==> src/rtl/stlb_pkg.sv <==
// ----------------------------------------------------------------------------
// Split TLB package
// Shared constants and types for the split instruction and data TLB.
// ----------------------------------------------------------------------------
`default_nettype none

package stlb_pkg;

  localparam int unsigned PAGE_W = 32;
  localparam int unsigned SLOT_W = 4;
  localparam int unsigned CNT_W  = 32;
  localparam int unsigned CFG_W  = 5;

  localparam logic [CFG_W-1:0] CFG_RESET = 5'd16;
  localparam logic [CNT_W-1:0] CNT_MAX   = 32'hFFFF_FFFF;

  typedef enum logic {
    TLB_INSTR = 1'b0,
    TLB_DATA  = 1'b1
  } tlb_sel_e;

  typedef struct packed {
    logic              hit;
    logic [SLOT_W-1:0] slot;
    logic [CNT_W-1:0]  hit_count;
    logic [CNT_W-1:0]  miss_count;
  } result_t;

endpackage

`default_nettype wire

==> src/rtl/stlb_if.sv <==
// ----------------------------------------------------------------------------
// Split TLB channel interfaces
// Request, response and configuration channels with valid and ready.
// ----------------------------------------------------------------------------
`default_nettype none

interface stlb_req_if;
  logic                         valid;
  logic                         ready;
  logic                         action;
  logic [stlb_pkg::PAGE_W-1:0]  page_number;

  modport source (output valid, action, page_number, input ready);
  modport sink   (input valid, action, page_number, output ready);
endinterface

interface stlb_rsp_if;
  logic                         valid;
  logic                         ready;
  logic                         hit;
  logic [stlb_pkg::SLOT_W-1:0]  slot;
  logic [stlb_pkg::CNT_W-1:0]   hit_count;
  logic [stlb_pkg::CNT_W-1:0]   miss_count;

  modport source (output valid, hit, slot, hit_count, miss_count, input ready);
  modport sink   (input valid, hit, slot, hit_count, miss_count, output ready);
endinterface

interface stlb_cfg_if;
  logic                         valid;
  logic                         ready;
  logic [stlb_pkg::CFG_W-1:0]   entries_in_use;

  modport source (output valid, entries_in_use, input ready);
  modport sink   (input valid, entries_in_use, output ready);
endinterface

`default_nettype wire

==> src/rtl/stlb_front.sv <==
// ----------------------------------------------------------------------------
// Split TLB front end
// Accepts request words, selects the TLB and trims the page to a tag.
// ----------------------------------------------------------------------------
`default_nettype none

module stlb_front #(
  parameter int unsigned PAGE_BITS = 32
) (
  input  wire logic                   clk,
  input  wire logic                   rst,
  stlb_req_if.sink                    req,
  output logic                        push_valid,
  input  wire logic                   push_ready,
  output logic [PAGE_BITS:0]          push_data
);
  import stlb_pkg::*;

  logic                 held;
  tlb_sel_e             sel;
  logic [PAGE_BITS-1:0] tag;
  tlb_sel_e             sel_next;
  logic [PAGE_BITS+PAGE_W-1:0] page_wide;

  assign req.ready  = !held || push_ready;
  assign push_valid = held;
  assign push_data  = {sel, tag};

  always_comb begin
    page_wide = {{PAGE_BITS{1'b0}}, req.page_number};
    sel_next  = (req.action == 1'b1) ? TLB_DATA : TLB_INSTR;
  end

  always_ff @(posedge clk) begin
    if (rst) begin
      held <= 1'b0;
    end else if (req.ready) begin
      held <= req.valid;
    end
  end

  always_ff @(posedge clk) begin
    if (req.valid && req.ready) begin
      sel <= sel_next;
      tag <= page_wide[PAGE_BITS-1:0];
    end
  end

endmodule

`default_nettype wire

==> src/rtl/stlb_queue.sv <==
// ----------------------------------------------------------------------------
// Split TLB decoupling queue
// Two-entry queue between the front end and the lookup engine.
// ----------------------------------------------------------------------------
`default_nettype none

module stlb_queue #(
  parameter int unsigned DATA_W = 33
) (
  input  wire logic              clk,
  input  wire logic              rst,
  input  wire logic              wr_valid,
  output logic                   wr_ready,
  input  wire logic [DATA_W-1:0] wr_data,
  output logic                   rd_valid,
  input  wire logic              rd_ready,
  output logic [DATA_W-1:0]      rd_data
);

  logic [DATA_W-1:0] store [2];
  logic              wr_ptr;
  logic              rd_ptr;
  logic [1:0]        count;
  logic              do_wr;
  logic              do_rd;

  assign wr_ready = (count != 2'd2);
  assign rd_valid = (count != 2'd0);
  assign rd_data  = store[rd_ptr];
  assign do_wr    = wr_valid && wr_ready;
  assign do_rd    = rd_valid && rd_ready;

  always_ff @(posedge clk) begin
    if (rst) begin
      wr_ptr <= 1'b0;
      rd_ptr <= 1'b0;
      count  <= 2'd0;
    end else begin
      if (do_wr) begin
        wr_ptr <= !wr_ptr;
      end
      if (do_rd) begin
        rd_ptr <= !rd_ptr;
      end
      if (do_wr && !do_rd) begin
        count <= count + 2'd1;
      end else if (do_rd && !do_wr) begin
        count <= count - 2'd1;
      end
    end
  end

  always_ff @(posedge clk) begin
    if (do_wr) begin
      store[wr_ptr] <= wr_data;
    end
  end

endmodule

`default_nettype wire

==> src/rtl/stlb_back.sv <==
// ----------------------------------------------------------------------------
// Split TLB lookup engine
// Tag compare, FIFO fill, saturating totals and the response register.
// ----------------------------------------------------------------------------
`default_nettype none

module stlb_back #(
  parameter int unsigned ENTRIES   = 16,
  parameter int unsigned PAGE_BITS = 32
) (
  input  wire logic               clk,
  input  wire logic               rst,
  input  wire logic               pop_valid,
  output logic                    pop_ready,
  input  wire logic [PAGE_BITS:0] pop_data,
  stlb_cfg_if.sink                cfg,
  stlb_rsp_if.source              rsp
);
  import stlb_pkg::*;

  localparam int unsigned IDX_W = (ENTRIES > 1) ? $clog2(ENTRIES) : 1;
  localparam int unsigned NUM_W = $clog2(ENTRIES + 1);
  localparam int unsigned CMP_W = (NUM_W > CFG_W) ? NUM_W : CFG_W;

  logic [PAGE_BITS-1:0] tag_mem [2][ENTRIES];
  logic [ENTRIES-1:0]   valid [2];
  logic [IDX_W-1:0]     oldest [2];
  logic [CNT_W-1:0]     hit_total [2];
  logic [CNT_W-1:0]     miss_total [2];
  logic [CFG_W-1:0]     entries;
  result_t              result;
  logic                 rsp_valid;

  tlb_sel_e             sel;
  logic [PAGE_BITS-1:0] tag;
  logic                 do_pop;
  logic [CMP_W-1:0]     active;
  logic [CMP_W-1:0]     limit;
  logic                 hit;
  logic [IDX_W-1:0]     hit_idx;
  logic                 empty_found;
  logic [IDX_W-1:0]     empty_idx;
  logic [CMP_W-1:0]     old_eff;
  logic [CMP_W-1:0]     old_inc;
  logic [IDX_W-1:0]     oldest_next;
  logic [IDX_W-1:0]     fill_idx;
  logic [IDX_W+SLOT_W-1:0] slot_wide;
  logic [CNT_W-1:0]     hit_next;
  logic [CNT_W-1:0]     miss_next;
  result_t              result_next;

  assign sel       = tlb_sel_e'(pop_data[PAGE_BITS]);
  assign tag       = pop_data[PAGE_BITS-1:0];
  assign pop_ready = !rsp_valid || rsp.ready;
  assign do_pop    = pop_valid && pop_ready;
  assign cfg.ready = 1'b1;

  assign rsp.valid      = rsp_valid;
  assign rsp.hit        = result.hit;
  assign rsp.slot       = result.slot;
  assign rsp.hit_count  = result.hit_count;
  assign rsp.miss_count = result.miss_count;

  always_comb begin
    limit = CMP_W'(ENTRIES);
    priority if (entries == '0) begin
      active = CMP_W'(1);
    end else if (CMP_W'(entries) > limit) begin
      active = limit;
    end else begin
      active = CMP_W'(entries);
    end
  end

  always_comb begin
    hit         = 1'b0;
    hit_idx     = '0;
    empty_found = 1'b0;
    empty_idx   = '0;
    for (int i = ENTRIES - 1; i >= 0; i--) begin
      if (CMP_W'(i) < active) begin
        if (valid[sel][i] && (tag_mem[sel][i] == tag)) begin
          hit     = 1'b1;
          hit_idx = IDX_W'(i);
        end
        if (!valid[sel][i]) begin
          empty_found = 1'b1;
          empty_idx   = IDX_W'(i);
        end
      end
    end
  end

  always_comb begin
    old_eff     = (CMP_W'(oldest[sel]) >= active) ? '0 : CMP_W'(oldest[sel]);
    old_inc     = old_eff + CMP_W'(1);
    oldest_next = (old_inc >= active) ? '0 : old_inc[IDX_W-1:0];
    fill_idx    = empty_found ? empty_idx : old_eff[IDX_W-1:0];
    slot_wide   = {{SLOT_W{1'b0}}, (hit ? hit_idx : fill_idx)};
    hit_next    = hit_total[sel];
    miss_next   = miss_total[sel];
    if (hit) begin
      if (hit_next != CNT_MAX) begin
        hit_next = hit_next + CNT_W'(1);
      end
    end else begin
      if (miss_next != CNT_MAX) begin
        miss_next = miss_next + CNT_W'(1);
      end
    end
    result_next.hit        = hit;
    result_next.slot       = slot_wide[SLOT_W-1:0];
    result_next.hit_count  = hit_next;
    result_next.miss_count = miss_next;
  end

  always_ff @(posedge clk) begin
    if (rst) begin
      valid      <= '{default: '0};
      oldest     <= '{default: '0};
      hit_total  <= '{default: '0};
      miss_total <= '{default: '0};
      entries    <= CFG_RESET;
      rsp_valid  <= 1'b0;
    end else begin
      if (cfg.valid) begin
        entries <= cfg.entries_in_use;
      end
      if (do_pop) begin
        rsp_valid       <= 1'b1;
        hit_total[sel]  <= hit_next;
        miss_total[sel] <= miss_next;
        if (!hit) begin
          valid[sel][fill_idx] <= 1'b1;
          if (!empty_found) begin
            oldest[sel] <= oldest_next;
          end
        end
      end else if (rsp.ready) begin
        rsp_valid <= 1'b0;
      end
    end
  end

  always_ff @(posedge clk) begin
    if (do_pop) begin
      result <= result_next;
      if (!hit) begin
        tag_mem[sel][fill_idx] <= tag;
      end
    end
  end

endmodule

`default_nettype wire

==> src/rtl/split_tlb_fifo_lookup.sv <==
// A request word passes the front-end register, the queue and the response register
// before its response word is valid. One access per cycle while responses are taken;
// the lookup engine compares all tags of the selected TLB and updates it in one go.
// Reset clears valid bits, replacement pointers, totals and the queue, and sets
// the slot count to 16. No clearing pass is needed; tags are left as they are.
// ----------------------------------------------------------------------------
// Split instruction and data TLB with FIFO replacement
// Front end, decoupling queue and lookup engine for two associative TLBs.
// ----------------------------------------------------------------------------
`default_nettype none

module split_tlb_fifo_lookup #(
  parameter int unsigned ENTRIES   = 16,
  parameter int unsigned PAGE_BITS = 32
) (
  input  wire logic  clk,
  input  wire logic  rst,
  stlb_req_if.sink   req,
  stlb_rsp_if.source rsp,
  stlb_cfg_if.sink   cfg
);
  import stlb_pkg::*;

  logic               push_valid;
  logic               push_ready;
  logic [PAGE_BITS:0] push_data;
  logic               pop_valid;
  logic               pop_ready;
  logic [PAGE_BITS:0] pop_data;

  stlb_front #(
    .PAGE_BITS (PAGE_BITS)
  ) u_front (
    .clk        (clk),
    .rst        (rst),
    .req        (req),
    .push_valid (push_valid),
    .push_ready (push_ready),
    .push_data  (push_data)
  );

  stlb_queue #(
    .DATA_W (PAGE_BITS + 1)
  ) u_queue (
    .clk      (clk),
    .rst      (rst),
    .wr_valid (push_valid),
    .wr_ready (push_ready),
    .wr_data  (push_data),
    .rd_valid (pop_valid),
    .rd_ready (pop_ready),
    .rd_data  (pop_data)
  );

  stlb_back #(
    .ENTRIES   (ENTRIES),
    .PAGE_BITS (PAGE_BITS)
  ) u_back (
    .clk       (clk),
    .rst       (rst),
    .pop_valid (pop_valid),
    .pop_ready (pop_ready),
    .pop_data  (pop_data),
    .cfg       (cfg),
    .rsp       (rsp)
  );

endmodule

`default_nettype wire

==> src/flat_wrapper.sv <==
// flat-port wrapper written by rule: the top's interface ports become plain ports
module split_tlb_fifo_lookup_flat import stlb_pkg::*;
#(
  parameter int unsigned ENTRIES   = 16,
  parameter int unsigned PAGE_BITS = 32
)
  (clk, rst, req_valid, req_action, req_page_number, req_ready, rsp_valid, rsp_hit, rsp_slot, rsp_hit_count, rsp_miss_count, rsp_ready, cfg_valid, cfg_entries_in_use, cfg_ready);
  stlb_req_if req_i ();
  stlb_rsp_if rsp_i ();
  stlb_cfg_if cfg_i ();
  input  wire logic clk;
  input  wire logic rst;
  input wire logic [$bits(req_i.valid)-1:0] req_valid;
  input wire logic [$bits(req_i.action)-1:0] req_action;
  input wire logic [$bits(req_i.page_number)-1:0] req_page_number;
  output wire logic [$bits(req_i.ready)-1:0] req_ready;
  output wire logic [$bits(rsp_i.valid)-1:0] rsp_valid;
  output wire logic [$bits(rsp_i.hit)-1:0] rsp_hit;
  output wire logic [$bits(rsp_i.slot)-1:0] rsp_slot;
  output wire logic [$bits(rsp_i.hit_count)-1:0] rsp_hit_count;
  output wire logic [$bits(rsp_i.miss_count)-1:0] rsp_miss_count;
  input wire logic [$bits(rsp_i.ready)-1:0] rsp_ready;
  input wire logic [$bits(cfg_i.valid)-1:0] cfg_valid;
  input wire logic [$bits(cfg_i.entries_in_use)-1:0] cfg_entries_in_use;
  output wire logic [$bits(cfg_i.ready)-1:0] cfg_ready;
  assign req_i.valid = req_valid;
  assign req_i.action = req_action;
  assign req_i.page_number = req_page_number;
  assign req_ready = req_i.ready;
  assign rsp_valid = rsp_i.valid;
  assign rsp_hit = rsp_i.hit;
  assign rsp_slot = rsp_i.slot;
  assign rsp_hit_count = rsp_i.hit_count;
  assign rsp_miss_count = rsp_i.miss_count;
  assign rsp_i.ready = rsp_ready;
  assign cfg_i.valid = cfg_valid;
  assign cfg_i.entries_in_use = cfg_entries_in_use;
  assign cfg_ready = cfg_i.ready;
  split_tlb_fifo_lookup #(.ENTRIES(ENTRIES), .PAGE_BITS(PAGE_BITS)) u_core (.clk(clk), .rst(rst), .req(req_i), .rsp(rsp_i), .cfg(cfg_i));
endmodule
==> config.mk <==
export PLATFORM = sky130hd
export DESIGN_NAME = split_tlb_fifo_lookup_flat
export DESIGN_NICKNAME = d
export VERILOG_FILES = /design/src/rtl/stlb_pkg.sv /design/src/rtl/stlb_if.sv /design/src/rtl/stlb_front.sv /design/src/rtl/stlb_queue.sv /design/src/rtl/stlb_back.sv /design/src/rtl/split_tlb_fifo_lookup.sv /design/src/flat_wrapper.sv
export SDC_FILE = /design/constraint.sdc
export NUM_CORES = 2
export LEC_CHECK = 0
export BUFFER_PORTS_ARGS = -buffer_cell sky130_fd_sc_hd__clkbuf_2
export CAP_MARGIN = 5
export CORE_MARGIN = 2
export CORE_UTILIZATION = 27
export CTS_BUF_LIST = sky130_fd_sc_hd__clkbuf_8
export DETAILED_ROUTE_END_ITERATION = 8
export GPL_ROUTABILITY_DRIVEN = 0
export PLACE_DENSITY = 0.52
export SYNTH_ARGS = -nofsm -noshare
export SYNTH_HDL_FRONTEND = slang
export SYNTH_SLANG_ARGS = --single-unit
export TNS_END_PERCENT = 20
==> constraint.sdc <==
create_clock -name clk -period 5.92 [get_ports clk]
set_clock_uncertainty 0.15 [all_clocks]
set_input_delay 0.296 -clock clk [delete_from_list [all_inputs] [get_ports clk]]
set_output_delay 0.296 -clock clk [all_outputs]
set_load 0.005 [all_outputs]
==> out/metrics.yaml <==
critical_path:
  worstPathCellList: "mux2_8 -> buf_12 -> buf_12 -> mux2i_1 -> xnor2_1 -> nand4_1 -> nor4_1 -> and3_1 -> or4b_1 -> or4_1 -> nor2_4 -> nand2_1 -> buf_4 -> nor2_2 -> buf_12"
  path_class: "reg2reg"
  cp-end-kind: "flop"
  worst-endpoint-arrival_ps: 6220
  highest_net_fanout_along_the_worst_path: 39
  startpoint_type: "flop"
  critical_path.slowest_cell: "sky130_fd_sc_hd__or4_1"
  required_ps: 6400
  critical-path-max-stage-delay_ps: 730
  cp_common_cell: "sky130_fd_sc_hd__buf_12"
sta:
  fmax_mhz: 174
  slew_headroom_pct: 23.7
  final_hold_viol_count: 0
  post-route-period-util_pct: 97.0
  timing.setup.tns_ps: 0
  final_setup_violation_count: 0
  finalWorstPathRequiredPeriod_ps: 5740
  slew_viol_final: 0
  worst_pin_slew_ps: 1130
  final.hold.worst_slack_ps: 66.3
  rsz_0062_raised_after_global_routing: "no"
global_route:
  first_global_vias: 38300
  global_route.overflow_total: 0
  antenna_violations_before_repair: 13
  wire_length_of_the_first_global_routing_pass_um: 280000
  tot_gr_track_use_pct: 16.8
  grt_start_max_net_pins: 86
route:
  drt-wirelength-per-cell_um: 24.8
  residual_drc: 0
  drt_pass1_iterations: 8
  number_of_drc_violations_after_detailed_routing_iteration_0: 3889
  via_count_normalized_by_instance_count: 4.90
  drtAntennaViolNets: 0
  routed-via-count: 39100
  detail_route.wirelength_um: 198000
yosys:
  syn-num-nets: 4347
  synth_cells: 4294
  synth_top_cell_by_area: "sky130_fd_sc_hd__edfxtp_1"
  yosys_most_used_dff: "sky130_fd_sc_hd__edfxtp_1"
  synth.yosys.warnings: 0
  synth_cell_types: 84
  number_of_enable_type_register_cells_in_the_synthesized_netlist: 1192
  synth_most_common_cell: "sky130_fd_sc_hd__edfxtp_1"
  synth_sequential_area_ratio_pct: 65.0
  asyncSetResetFlopFracSynth_pct: 0
  avgSynthCellArea_um2: 14.1
  netlist.area_leader.share_pct: 59.0
  synth_area_um2: 60600
  synth.area.top_cells: "sky130_fd_sc_hd__edfxtp_1, sky130_fd_sc_hd__mux2i_1, sky130_fd_sc_hd__xnor2_1"
  synthTopCellsByCount: "sky130_fd_sc_hd__edfxtp_1, sky130_fd_sc_hd__mux2i_1, sky130_fd_sc_hd__xnor2_1, sky130_fd_sc_hd__nor2_1, sky130_fd_sc_hd__nand2_1"
  postSynthRegisterBits: 1372
floorplan:
  core_region_area_um2: 223000
  die_area_um2: 228000
  design.portCount: 115
  initial_cell_density_of_the_core_pct: 27.2
  core.rowCount: 173
  floorplan.die.height_um: 478
  die_w_um: 478
cts:
  tritoncts.num_buffers: 225
  clk_pin_slew_ps: 60
  max-clock-path-buffers: 3
  clk_latency_ps: 1000
  clock_tree.root_cell: "sky130_fd_sc_hd__clkbuf_8"
  postCtsSetupBuffers: 0
  h-tree-depth: 4
  cts.sink_count: 1372
  cts_tree: "done"
run:
  drv_cap: 0
status:
  run_status: "completed"
placement:
  port_buffers: 113
  detailed_place_hpwl_um: 131000
pwr:
  totalPowerFinal_uw: 29200
  power.ir.vdd_worst_mv: 0.239
  power_leakage_uw: 0.0244
  power_density_nw_per_um2: 402
layout:
  fin_nets: 4863
  drive_gt1_share_pct: 17.4
  final_standard_cell_utilization_of_the_core_pct: 32.6
  area_added_between_synthesis_and_finish_pct: 19.8
hold_path:
  worstHoldPathType: "in2reg"
==> kinds of logic after synthesis <==
kind of cell | share of synthesized area [%]
AOI/OAI and AO/OA | 3.35
xor gates and xnor gates | 8.74
adders and majority gates | 0.239
buffers and inverters | 2.18
DFF | 65.0
muxes | 10.9
other | 0.00618
and+or+nand+nor | 9.66
==> critical path, delay by kind of cell (launching register included) <==
kind                   cells  cell delay (ps)
flip-flops                 1              370
XOR/XNOR                   1              180
AND/OR/NAND/NOR            8             2660
multiplexers               2              930
buffers and inverters      4             1010
==> power breakdown <==
part	internal, µW	switching (µW)	total [µW]
sequential	11600	168	11800
clock	4160	4000	8160
combinational	3080	6180	9250
total	18900	10300	29200
==> layout make-up <==
| type | instances | area [µm²] |
|---|---|---|
| Antenna cell | 5 | 12.5 |
| Fill cell | 21900 | 150000 |
| Inverter | 63 | 238 |
| Clock inverter | 182 | 1090 |
| Tap cell | 2975 | 3720 |
| Clock buffer | 238 | 3280 |
| Timing Repair Buffer | 481 | 4330 |
| Sequential cell | 1372 | 39400 |
| Multi-Input combinational cell | 2667 | 20600 |
==> path summary, 6_finish.rpt <==
| kind | from | endpoint | slack [ps] | cells after the start |
|---|---|---|---|---|
| worst max-delay path | flop | u_core.u_back.tag_mem[0][445] | 180 | 15 |
| worst min-delay path | req_valid | u_core.u_front.push_valid | 70 | 4 |
| worst max register to register | flop | u_core.u_back.tag_mem[0][445] | 180 | 15 |
| worst min register to register | u_core.u_front.tag[31] | u_core.u_queue.store[1][31] | 270 | 0 |
==> layout by cell type, fill, tap and decap left out, types with 104 or more instances in the layout <==
cell | synthesis | final
sky130_fd_sc_hd__buf_4 | 21 | 218
sky130_fd_sc_hd__clkbuf_2 | 0 | 112
sky130_fd_sc_hd__clkbuf_8 | 0 | 238
sky130_fd_sc_hd__dfxtp_1 | 180 | 179
sky130_fd_sc_hd__edfxtp_1 | 1192 | 1192
sky130_fd_sc_hd__inv_1 | 32 | 104
sky130_fd_sc_hd__mux2i_1 | 616 | 586
sky130_fd_sc_hd__nand2_1 | 186 | 185
sky130_fd_sc_hd__nand3_1 | 108 | 108
sky130_fd_sc_hd__nand4_1 | 181 | 181
sky130_fd_sc_hd__nor2_1 | 220 | 184
sky130_fd_sc_hd__nor4_1 | 111 | 111
sky130_fd_sc_hd__xnor2_1 | 566 | 566
==> stage by stage <==
step / std cells / setup WS [ps] / area, µm²
detailed placement: 7469 / -226 / 67400
floorplan: 4294 / -32.0 / 60600
global placement: 7469 / -237 / 67400
finish: 7983 / 180 / 72600
CTS: 7978 / 2.78 / 72600
global route: 7981 / 101 / 72600
==> flip-flops by register name (all words and copies together) (netlist names), 2 cells and up, named ones only <==
name                          count
u_core.u_back.entries             5
u_core.u_back.hit_total          64
u_core.u_back.miss_total         64
u_core.u_back.oldest              8
u_core.u_back.rsp.hit_count      32
u_core.u_back.rsp.miss_count     32
u_core.u_back.rsp.slot            4
u_core.u_back.tag_mem          1024
u_core.u_back.valid              32
u_core.u_front.tag               32
u_core.u_queue.count              2
u_core.u_queue.store             66
==> per-layer routing <==
metal,vias to the layer above,global-route usage (%),wire length (µm)
li1,17300,-,-
met4,2,5.67,6030
met3,326,3.11,12900
met2,1496,26.4,89700
met5,-,0,12
met1,19900,23.3,89400
==> timing repair <==
item | CTS | global route
endpoints found under the hold margin | 96 | 0
cloned | 0 | 0
hold buffers | 89 | 0
endpoints found under the setup margin | 512 | 100
gates resized for setup | 1 | 1
No activity file was read; power rests on OpenSTA's default activity.
